**src/rtl/core/plcg64_pkg.sv**
```systemverilog
// ----------------------------------------------------------------------------
// plcg64_pkg
// Constants and types shared by the prime modulus 64-bit generator.
// ----------------------------------------------------------------------------
package plcg64_pkg;

  localparam int unsigned WORD_W     = 64;
  localparam int unsigned DIGIT_W    = 16;
  localparam int unsigned NUM_DIGITS = WORD_W / DIGIT_W;
  localparam int unsigned CNT_W      = $clog2(NUM_DIGITS);
  localparam int unsigned PROD_W     = WORD_W + DIGIT_W;
  // accumulator keeps two guard bits, the running value stays congruent
  localparam int unsigned ACC_W      = WORD_W + 2;
  localparam int unsigned HI_W       = ACC_W - (WORD_W - DIGIT_W);
  localparam int unsigned HSUM_W     = HI_W + 1;
  localparam int unsigned HMUL_W     = HSUM_W + 6;

  localparam logic [WORD_W-1:0] LCG_MULT   = 64'd13891176665706064842;
  localparam logic [WORD_W-1:0] LCG_MOD    = 64'd18446744073709551557;
  localparam logic [5:0]        LCG_FOLD   = 6'd59;
  localparam logic [WORD_W-1:0] SEED_FORCE = 64'h1;
  localparam logic [WORD_W-1:0] STATE_INIT = 64'h1;

  typedef enum logic {
    OP_STEP = 1'b0,
    OP_LOAD = 1'b1
  } op_t;

  typedef enum logic [2:0] {
    ST_IDLE,
    ST_MUL,
    ST_DRAIN,
    ST_FOLD,
    ST_CARRY,
    ST_SUB,
    ST_DONE
  } state_t;

endpackage

```
**src/rtl/core/plcg64_if.sv**
```systemverilog
// ----------------------------------------------------------------------------
// plcg64 channel interfaces
// Request channel (operation and seed) and response channel (random word).
// ----------------------------------------------------------------------------
interface plcg64_req_if;
  logic        valid;
  logic        ready;
  logic        operation;
  logic [63:0] seed_value;

  modport source (output valid, output operation, output seed_value, input ready);
  modport sink   (input valid, input operation, input seed_value, output ready);
endinterface

interface plcg64_rsp_if;
  logic        valid;
  logic        ready;
  logic [63:0] random_word;

  modport source (output valid, output random_word, input ready);
  modport sink   (input valid, input random_word, output ready);
endinterface

```
**src/rtl/core/prime_modulus_lcg64.sv**
```systemverilog
// ----------------------------------------------------------------------------
// prime_modulus_lcg64
// Multiplicative generator modulo 2^64-59, digit-serial multiply and fold.
//
//   channel | dir | word
//   --------+-----+------------------------------------------
//   req     | in  | operation (step / load), seed_value[63:0]
//   rsp     | out | random_word[63:0], one per request
//
// a step feeds four 16-bit digits through the 64x16 constant multiplier,
// then a drain step, then fold, carry and final subtract of the modulus;
// a load writes the seed straight to the result.
// results sit in an output register, so the next word is accepted while a
// result waits; a finished result waits in ST_DONE if the register is full.
// synchronous reset sets the state word to one and empties the output.
// ----------------------------------------------------------------------------
module prime_modulus_lcg64 (
  input  logic         clk,
  input  logic         rst,
  plcg64_req_if.sink   req,
  plcg64_rsp_if.source rsp
);
  import plcg64_pkg::*;

  state_t state, state_next;

  logic [WORD_W-1:0] gen_state;
  logic [WORD_W-1:0] sh;
  logic [PROD_W-1:0] prod;
  logic [ACC_W-1:0]  acc;
  logic [CNT_W-1:0]  cnt;
  logic [WORD_W-1:0] res;

  logic start_step, start_load, acc_en, rsp_load;

  logic [HSUM_W-1:0] hsum;
  logic [HMUL_W-1:0] hmul;
  logic [ACC_W-1:0]  acc_step;
  logic [ACC_W-1:0]  acc_fold;
  logic [WORD_W-1:0] acc_carry;
  logic [WORD_W-1:0] acc_sub;

  // next state
  always_comb begin
    state_next = state;
    case (state)
      ST_IDLE: begin
        if (req.valid) begin
          state_next = (op_t'(req.operation) == OP_LOAD) ? ST_DONE : ST_MUL;
        end
      end
      ST_MUL: begin
        if (cnt == CNT_W'(NUM_DIGITS - 1)) state_next = ST_DRAIN;
      end
      ST_DRAIN: state_next = ST_FOLD;
      ST_FOLD:  state_next = ST_CARRY;
      ST_CARRY: state_next = ST_SUB;
      ST_SUB:   state_next = ST_DONE;
      ST_DONE: begin
        if (!rsp.valid || rsp.ready) state_next = ST_IDLE;
      end
      default:  state_next = ST_IDLE;
    endcase
  end

  // control outputs
  always_comb begin
    req.ready  = !rst && (state == ST_IDLE);
    start_step = req.ready && req.valid && (op_t'(req.operation) == OP_STEP);
    start_load = req.ready && req.valid && (op_t'(req.operation) == OP_LOAD);
    // the product of digit k is added in the cycle after it is formed
    acc_en     = ((state == ST_MUL) && (cnt != '0)) || (state == ST_DRAIN);
    rsp_load   = (state == ST_DONE) && (!rsp.valid || rsp.ready);
  end

  // acc*2^16 + prod, with the part above 2^64 folded back as 59*high
  always_comb begin
    hsum     = HSUM_W'(acc[ACC_W-1:WORD_W-DIGIT_W]) + HSUM_W'(prod[PROD_W-1:WORD_W]);
    hmul     = HMUL_W'(hsum) * HMUL_W'(LCG_FOLD);
    acc_step = ACC_W'({acc[WORD_W-DIGIT_W-1:0], {DIGIT_W{1'b0}}})
             + ACC_W'(prod[WORD_W-1:0]) + ACC_W'(hmul);
    acc_fold = ACC_W'(acc[WORD_W-1:0]) + ACC_W'(8'(acc[ACC_W-1:WORD_W]) * 8'(LCG_FOLD));
    // after the fold a carry leaves a small low word, so this cannot wrap
    acc_carry = acc[WORD_W-1:0] + (acc[WORD_W] ? WORD_W'(LCG_FOLD) : '0);
    acc_sub   = (acc[WORD_W-1:0] >= LCG_MOD) ? (acc[WORD_W-1:0] - LCG_MOD)
                                             : acc[WORD_W-1:0];
  end

  always_ff @(posedge clk) begin
    if (rst) begin
      state     <= ST_IDLE;
      gen_state <= STATE_INIT;
      cnt       <= '0;
      rsp.valid <= 1'b0;
    end else begin
      state <= state_next;
      if (start_step) begin
        cnt <= '0;
      end else if (state == ST_MUL) begin
        cnt <= cnt + CNT_W'(1);
      end
      if (start_load) begin
        gen_state <= req.seed_value | SEED_FORCE;
      end else if (state == ST_SUB) begin
        gen_state <= acc_sub;
      end
      if (rsp_load) begin
        rsp.valid <= 1'b1;
      end else if (rsp.ready) begin
        rsp.valid <= 1'b0;
      end
    end
  end

  // datapath
  always_ff @(posedge clk) begin
    if (start_step) begin
      sh  <= gen_state;
      acc <= '0;
    end else begin
      if (state == ST_MUL) begin
        sh <= {sh[WORD_W-DIGIT_W-1:0], {DIGIT_W{1'b0}}};
      end
      if (acc_en) begin
        acc <= acc_step;
      end else if (state == ST_FOLD) begin
        acc <= acc_fold;
      end else if (state == ST_CARRY) begin
        acc <= ACC_W'(acc_carry);
      end
    end
    if (state == ST_MUL) begin
      prod <= PROD_W'(LCG_MULT) * PROD_W'(sh[WORD_W-1:WORD_W-DIGIT_W]);
    end
    if (start_load) begin
      res <= req.seed_value | SEED_FORCE;
    end else if (state == ST_SUB) begin
      res <= acc_sub;
    end
    if (rsp_load) begin
      rsp.random_word <= res;
    end
  end

`ifndef ASSERT_OFF
  // a finished step is always fully reduced
  a_step_reduced: assert property (@(posedge clk) disable iff (rst)
    state == ST_SUB |=> res < LCG_MOD)
    else $error("step result not below modulus");

  // the fold leaves at most one bit above the word
  a_fold_width: assert property (@(posedge clk) disable iff (rst)
    state == ST_CARRY |-> acc[ACC_W-1] == 1'b0)
    else $error("fold left accumulator too wide");

  // an accepted word starts either the multiply or a direct load
  a_accept_path: assert property (@(posedge clk) disable iff (rst)
    req.valid && req.ready |=> state == ST_MUL || state == ST_DONE)
    else $error("accepted word took no path");

  // the output register is written only when it is free or being drained
  a_no_overwrite: assert property (@(posedge clk) disable iff (rst)
    rsp_load |-> !rsp.valid || rsp.ready)
    else $error("pending result overwritten");
`endif

endmodule
```
**src/flat_wrapper.sv**
```systemverilog
// flat-port wrapper written by rule: the top's interface ports become plain ports
module prime_modulus_lcg64_flat import plcg64_pkg::*;
  (clk, rst, req_valid, req_operation, req_seed_value, req_ready, rsp_valid, rsp_random_word, rsp_ready);
  plcg64_req_if req_i ();
  plcg64_rsp_if rsp_i ();
  input  logic clk;
  input  logic rst;
  input wire logic [$bits(req_i.valid)-1:0] req_valid;
  input wire logic [$bits(req_i.operation)-1:0] req_operation;
  input wire logic [$bits(req_i.seed_value)-1:0] req_seed_value;
  output wire logic [$bits(req_i.ready)-1:0] req_ready;
  output wire logic [$bits(rsp_i.valid)-1:0] rsp_valid;
  output wire logic [$bits(rsp_i.random_word)-1:0] rsp_random_word;
  input wire logic [$bits(rsp_i.ready)-1:0] rsp_ready;
  assign req_i.valid = req_valid;
  assign req_i.operation = req_operation;
  assign req_i.seed_value = req_seed_value;
  assign req_ready = req_i.ready;
  assign rsp_valid = rsp_i.valid;
  assign rsp_random_word = rsp_i.random_word;
  assign rsp_i.ready = rsp_ready;
  prime_modulus_lcg64 u_core (.clk(clk), .rst(rst), .req(req_i), .rsp(rsp_i));
endmodule
```
**config.mk**
```make
export PLATFORM = sky130hd
export DESIGN_NAME = prime_modulus_lcg64_flat
export DESIGN_NICKNAME = d
export VERILOG_FILES = /design/src/rtl/core/plcg64_pkg.sv /design/src/rtl/core/plcg64_if.sv /design/src/rtl/core/prime_modulus_lcg64.sv /design/src/flat_wrapper.sv
export SDC_FILE = /design/constraint.sdc
export NUM_CORES = 2
export LEC_CHECK = 0
export BUFFER_PORTS_ARGS = -buffer_cell sky130_fd_sc_hd__buf_4
export CORE_UTILIZATION = 35
export CTS_BUF_LIST = sky130_fd_sc_hd__clkbuf_4
export DETAILED_ROUTE_END_ITERATION = 8
export SKIP_CTS_REPAIR_TIMING = 1
export SYNTH_ARGS = -nofsm -noshare
export SYNTH_HDL_FRONTEND = slang
export SYNTH_SLANG_ARGS = --single-unit
```
**constraint.sdc**
```tcl
create_clock -name clk -period 13.32 [get_ports clk]
set_input_delay 1.332 -clock clk [delete_from_list [all_inputs] [get_ports clk]]
set_output_delay 1.332 -clock clk [all_outputs]
set_load 0.05 [all_outputs]
```
### Word level (Yosys, flattened, before mapping)

Index checks and enable logic that the tools add are counted.

| storage, ports and cells | value |
|---|---|
| register bits | 407 |
| bits in latches | 0 |
| bits in writable memories | 0 |
| memory bits (read-only) | 0 |
| input bits | 69 |
| output and inout port bits | 66 |
| word-level logic and storage cells | 70 |
| memories kept | 0 |

| operators by class | value |
|---|---|
| add/sub/neg operators | 7 |
| $mul | 3 |
| div/mod/pow operators | 0 |
| magnitude comparators | 1 |
| equality and inequality tests | 10 |
| shift-type cells | 0 |
| multiplexer cells | 18 |
| bitwise operators | 1 |
| reduce and logical (&&, ||, !) cells | 19 |

Operators by type and width:

| cell | count |
|---|---|
| $mux 64 | 7 |
| $mux 66 | 3 |
| $mul 63x16->79 const A | 1 |
| $add 66x25->66 | 1 |
| $add 64x64->65 | 1 |
| $add 64x8->65 | 1 |
| $add 64x64->64 | 1 |
| $ge 64x64->1 const B | 1 |
| $sub 64x64->64 const B | 1 |
| $mul 19x6->25 const B | 1 |
| $pmux 3 s7 | 1 |
| $add 18x16->19 | 1 |
| $mux 3 | 4 |
| $eq 3x3->1 const B | 3 |
| $mul 2x6->8 const B | 1 |
| $reduce_bool 2->1 | 4 |
| $eq 3x2->1 const B | 2 |
| $logic_and 1x1->1 | 6 |
| $mux 6 | 1 |
| $ne 2x2->1 const B | 2 |
| $reduce_or 2->1 | 2 |
| $eq 3x1->1 const B | 1 |
| $logic_not 3->1 | 1 |
| $reduce_and 3->1 | 1 |
| 8 further kinds | 11 |

### Longest topological paths before layout

| logic depth | value |
|---|---|
| word-level depth | 5 |
| gate-level depth with buffers | 33 |
| depth with buffers taken out | 33 |

### Worst setup path before layout

No wires, ideal clock.

| path | value |
|---|---|
| path type | register -> register |
| from | reg u_core.acc[48] |
| to | reg u_core.acc[64] |
| setup time | 0.134 ns |
| arrival | 7.472 ns |
| required time | 13.186 ns |
| setup slack | 5.713 ns |
| cell stages (with the launch flop) | 30 |
| buffers on the path | 0 |
| clock period less this slack | 7.607 ns |
| cell sequence | dfxtp_1 -> ha_1 -> fa_1 -> a21o_1 -> a21oi_1 -> o21bai_1 -> a21oi_1 -> o21bai_1 -> a21oi_1 -> o31ai_1 -> a21o_1 -> a2111o_1 -> nand2_1 -> xnor2_1 -> fa_1 -> fa_1 -> fa_1 -> inv_1 -> fa_1 -> inv_1 -> ha_1 -> nand2_1 -> nor4b_1 -> a21oi_1 -> o21ai_1 -> nand2b_4 -> nor3_2 -> nand3_1 -> nor2b_1 -> or4_1 |

| between the ends | value |
|---|---|
| cells in the longest elaborated chain, start to end | 4 |
| elaborated cells between the ends (all ways) | 6 |
| classes of those cells | add/sub (3); mul (1); mux (2) |

RTL lines:

| element | line | source |
|---|---|---|
| start: declaration | prime_modulus_lcg64.sv:30 | `logic [ACC_W-1:0] acc;` |
| start signal: assignment | prime_modulus_lcg64.sv:125 | `acc <= acc_step;` |
| start signal: assignment | prime_modulus_lcg64.sv:127 | `acc <= acc_fold;` |
| start signal: assignment | prime_modulus_lcg64.sv:129 | `acc <= ACC_W'(acc_carry);` |
| $add 18x16->19 | prime_modulus_lcg64.sv:78 | `hsum = HSUM_W'(acc[ACC_W-1:WORD_W-DIGIT_W]) + HSUM_W'(prod[PROD_W-1:WORD_W]);` |
| $mul 19x6->25 | prime_modulus_lcg64.sv:79 | `hmul = HMUL_W'(hsum) * HMUL_W'(LCG_FOLD);` |
| $add 66x25->66 | prime_modulus_lcg64.sv:81 | `+ ACC_W'(prod[WORD_W-1:0]) + ACC_W'(hmul);` |
| $mux 66 (*) | prime_modulus_lcg64.sv:124 | `if (acc_en) begin` |

Every way passes the cells marked *; elsewhere a longest branch is shown, timed or not.
A chain may end at the register's enable or synchronous reset.

### Worst setup path in the final report

| path | value |
|---|---|
| from | reg u_core.acc[49] |
| to | reg u_core.acc[64] |

The elaborated chain is that of the path after synthesis.

==> metrics.yaml <==
outcome: "complete, no violations"
setup-violations-final: 0
ys_seq_elements: 407
fin_cells: 5640
vias: 29800
wl_met1_mm: 54.1
routedWlPerCell_um: 21.9
avgSynthCellArea_um2: 9.83
antenna_found_initial: 3
critPathLaunchType: "flop"
worst_ep_required_time_ps: 14060
grt_max_degree: 75
synth_edf_count: 270
die_w_um: 335
ys_seq_area_share_pct: 28.0
syn_area_um2: 38700
cts.path.max_buffers: 3
layout.nets: 4927
relSlewSlack_pct: 23.1
critPathKind: "reg2reg"
hold_viol: 0
cts_buffers: 103
max_stage_delay_ps: 690
synth_cell_types: 102
route.met2.wl_mm: 55.2
tightest_slew_ps: 1150
via_per_inst: 5.28
hp-class: "reg2reg"
drt_iter0_drc: 2502
crit_slowest_cell: "o21ai_1"
grt.total_usage_pct: 21.8
initial_utilization_pct: 35.4
maxSlewViolCount: 0
layout_min_cycle_time_ps: 9180
synth_flop_cell: "edfxtp_1"
gp_congestion: 0.994
wl_mm: 123
ant_nets: 0
dieArea_um2: 112000
syn_nets: 4793
ios: 135
clockRootBuffer: "clkbuf_4"
worstPathMaxFanout: 8
clock_skew_ps: 75.0
setup_ws_ps: 4140
cts_tree: "yes"
grt_pass1_wl_mm: 183
final.setup.tns_ps: 0
htree_levels: 3
dp.cells: 5445
io_buffers: 133
dr.pass1.iters: 6
grt_pass1_vias: 29300
synth_warnings: 0
cts.clk_slew.worst_paths_ps: 70
synthCells: 3940
fmax_mhz: 109
drc: 0
fin_crit_sh_pct: 68.9
worst_path_most_repeated_cell: "inv_1"
top_layer: "met4"
maxCapViolCount: 0
cp-end-kind: "flop"
cp_data_arrival_time_ps: 9920
nFillCells: 11000
rsz0062_at_grt: "no"
clock_latency_ps: 890
die_y_um: 335
met3_length_mm: 8.71
place_ws_ps: 4170
rows: 121
cts_num_sinks: 407
whs_ps: 409
core_region_area_um2: 109000
final_layout_size_suffix_gt1_share_pct: 10.2
overflow: 0
dp_hpwl_mm: 100
async_flop_share_pct: 0
syn_to_final_growth_pct: 10.3
==> synth_stat cells (22+ instances only) <==
cell / number / share of area [%]
nand2b_1: 22 / 0.36
a21o_1: 75 / 1.5
o21a_1: 22 / 0.43
dfxtp_1: 137 / 7.1
o211ai_1: 23 / 0.45
nand4_1: 60 / 0.97
o21bai_1: 24 / 0.47
a22o_1: 60 / 1.4
fa_1: 399 / 21
xnor2_1: 152 / 3.4
nor2_1: 250 / 2.4
inv_1: 563 / 5.5
o21ai_0: 124 / 1.6
nor3_1: 47 / 0.61
a21oi_1: 268 / 3.5
ha_1: 385 / 12
xor2_1: 90 / 2.0
and3_1: 43 / 0.69
edfxtp_1: 270 / 21
nor2b_1: 24 / 0.39
a211oi_1: 45 / 0.87
clkbuf_1: 97 / 0.94
nand3_1: 78 / 1.0
nand2_1: 350 / 3.4
==> routing by layer <==
layer  track usage (%)  up-vias
met2              34.2     1164
met5                 0        -
met3              3.26      216
met1              29.9    14600
met4              9.66        0
li1                  -    13800
==> stage by stage <==
stage / util (%) / cell area [um^2]
4_1_cts: 39.1 / 42700
2_1_floorplan: - / 38700
3_5_place_dp: 37.8 / 41300
3_3_place_gp: 37.8 / 41300
6_report: 39.1 / 42800
5_1_grt: 39.1 / 42800
==> worst max-delay path, delay by kind of cell (launching register included) <==
kind	cells	cell delay, ps
simple gates	9	2290
flops	1	620
buf+inv	5	390
fa+ha+maj	6	2750
compound gates	11	2940
==> sequential cells by signal, indices dropped and copies added, names as in the netlist <==
signal,count
u_core.prod,79
u_core.acc,66
u_core.gen_state,64
u_core.res,64
u_core.rsp.random_word,64
u_core.sh,64
u_core.state,3
u_core.cnt,2
u_core.rsp.valid,1
==> final cells by class <==
| type | count | area (um^2) | share of cell area [%] |
|---|---|---|---|
| multi-input combinational | 2841 | 25300 | 59.2 |
| sequential | 407 | 10900 | 25.4 |
| inverter | 563 | 2110 | 4.94 |
| tap | 1476 | 1850 | 4.32 |
| clock buffer | 170 | 1280 | 2.99 |
| timing repair buffer | 158 | 1190 | 2.77 |
| clock inverter | 24 | 164 | 0.383 |
| antenna | 1 | 2.50 | 0.00585 |
==> worst paths after layout <==
check                                    from                                   end  slack (ps)  cells past startpoint
setup / recovery  u_core.acc[49]$_SDFFE_PP0P_           u_core.acc[64]$_SDFFE_PP0P_        4140                     31
setup reg to reg  u_core.acc[49]$_SDFFE_PP0P_           u_core.acc[64]$_SDFFE_PP0P_        4140                     31
hold / removal       u_core.res[13]$_DFFE_PP_  u_core.rsp.random_word[13]$_DFFE_PP_         410                      0
hold reg to reg      u_core.res[13]$_DFFE_PP_  u_core.rsp.random_word[13]$_DFFE_PP_         410                      0
==> cell families after synthesis <==
kind of cell | Yosys count | synth area share [%]
buffers and inverters | 692 | 6.83
flip-flops | 407 | 28.0
AO/OA/AOI/OAI | 809 | 13.8
multiplexers | 8 | 0.210
AND/OR/NAND/NOR | 993 | 12.5
XOR/XNOR | 245 | 5.60
adder cells (fa/ha/maj) | 786 | 33.1
==> layout by cell type, fill, tap and decap left out, types with 123 or more instances in the layout <==
| master | count |
|---|---|
| fa_1 | 399 |
| nand2_1 | 348 |
| nor2_1 | 246 |
| ha_1 | 385 |
| o21ai_0 | 123 |
| inv_1 | 562 |
| a21oi_1 | 268 |
| dfxtp_1 | 137 |
| xnor2_1 | 152 |
| edfxtp_1 | 270 |
| clkbuf_4 | 170 |
| buf_4 | 158 |
Power is left out: the tool's default activity adds up to more than one toggle a clock period on the data nets, which glitch-free logic cannot reach.
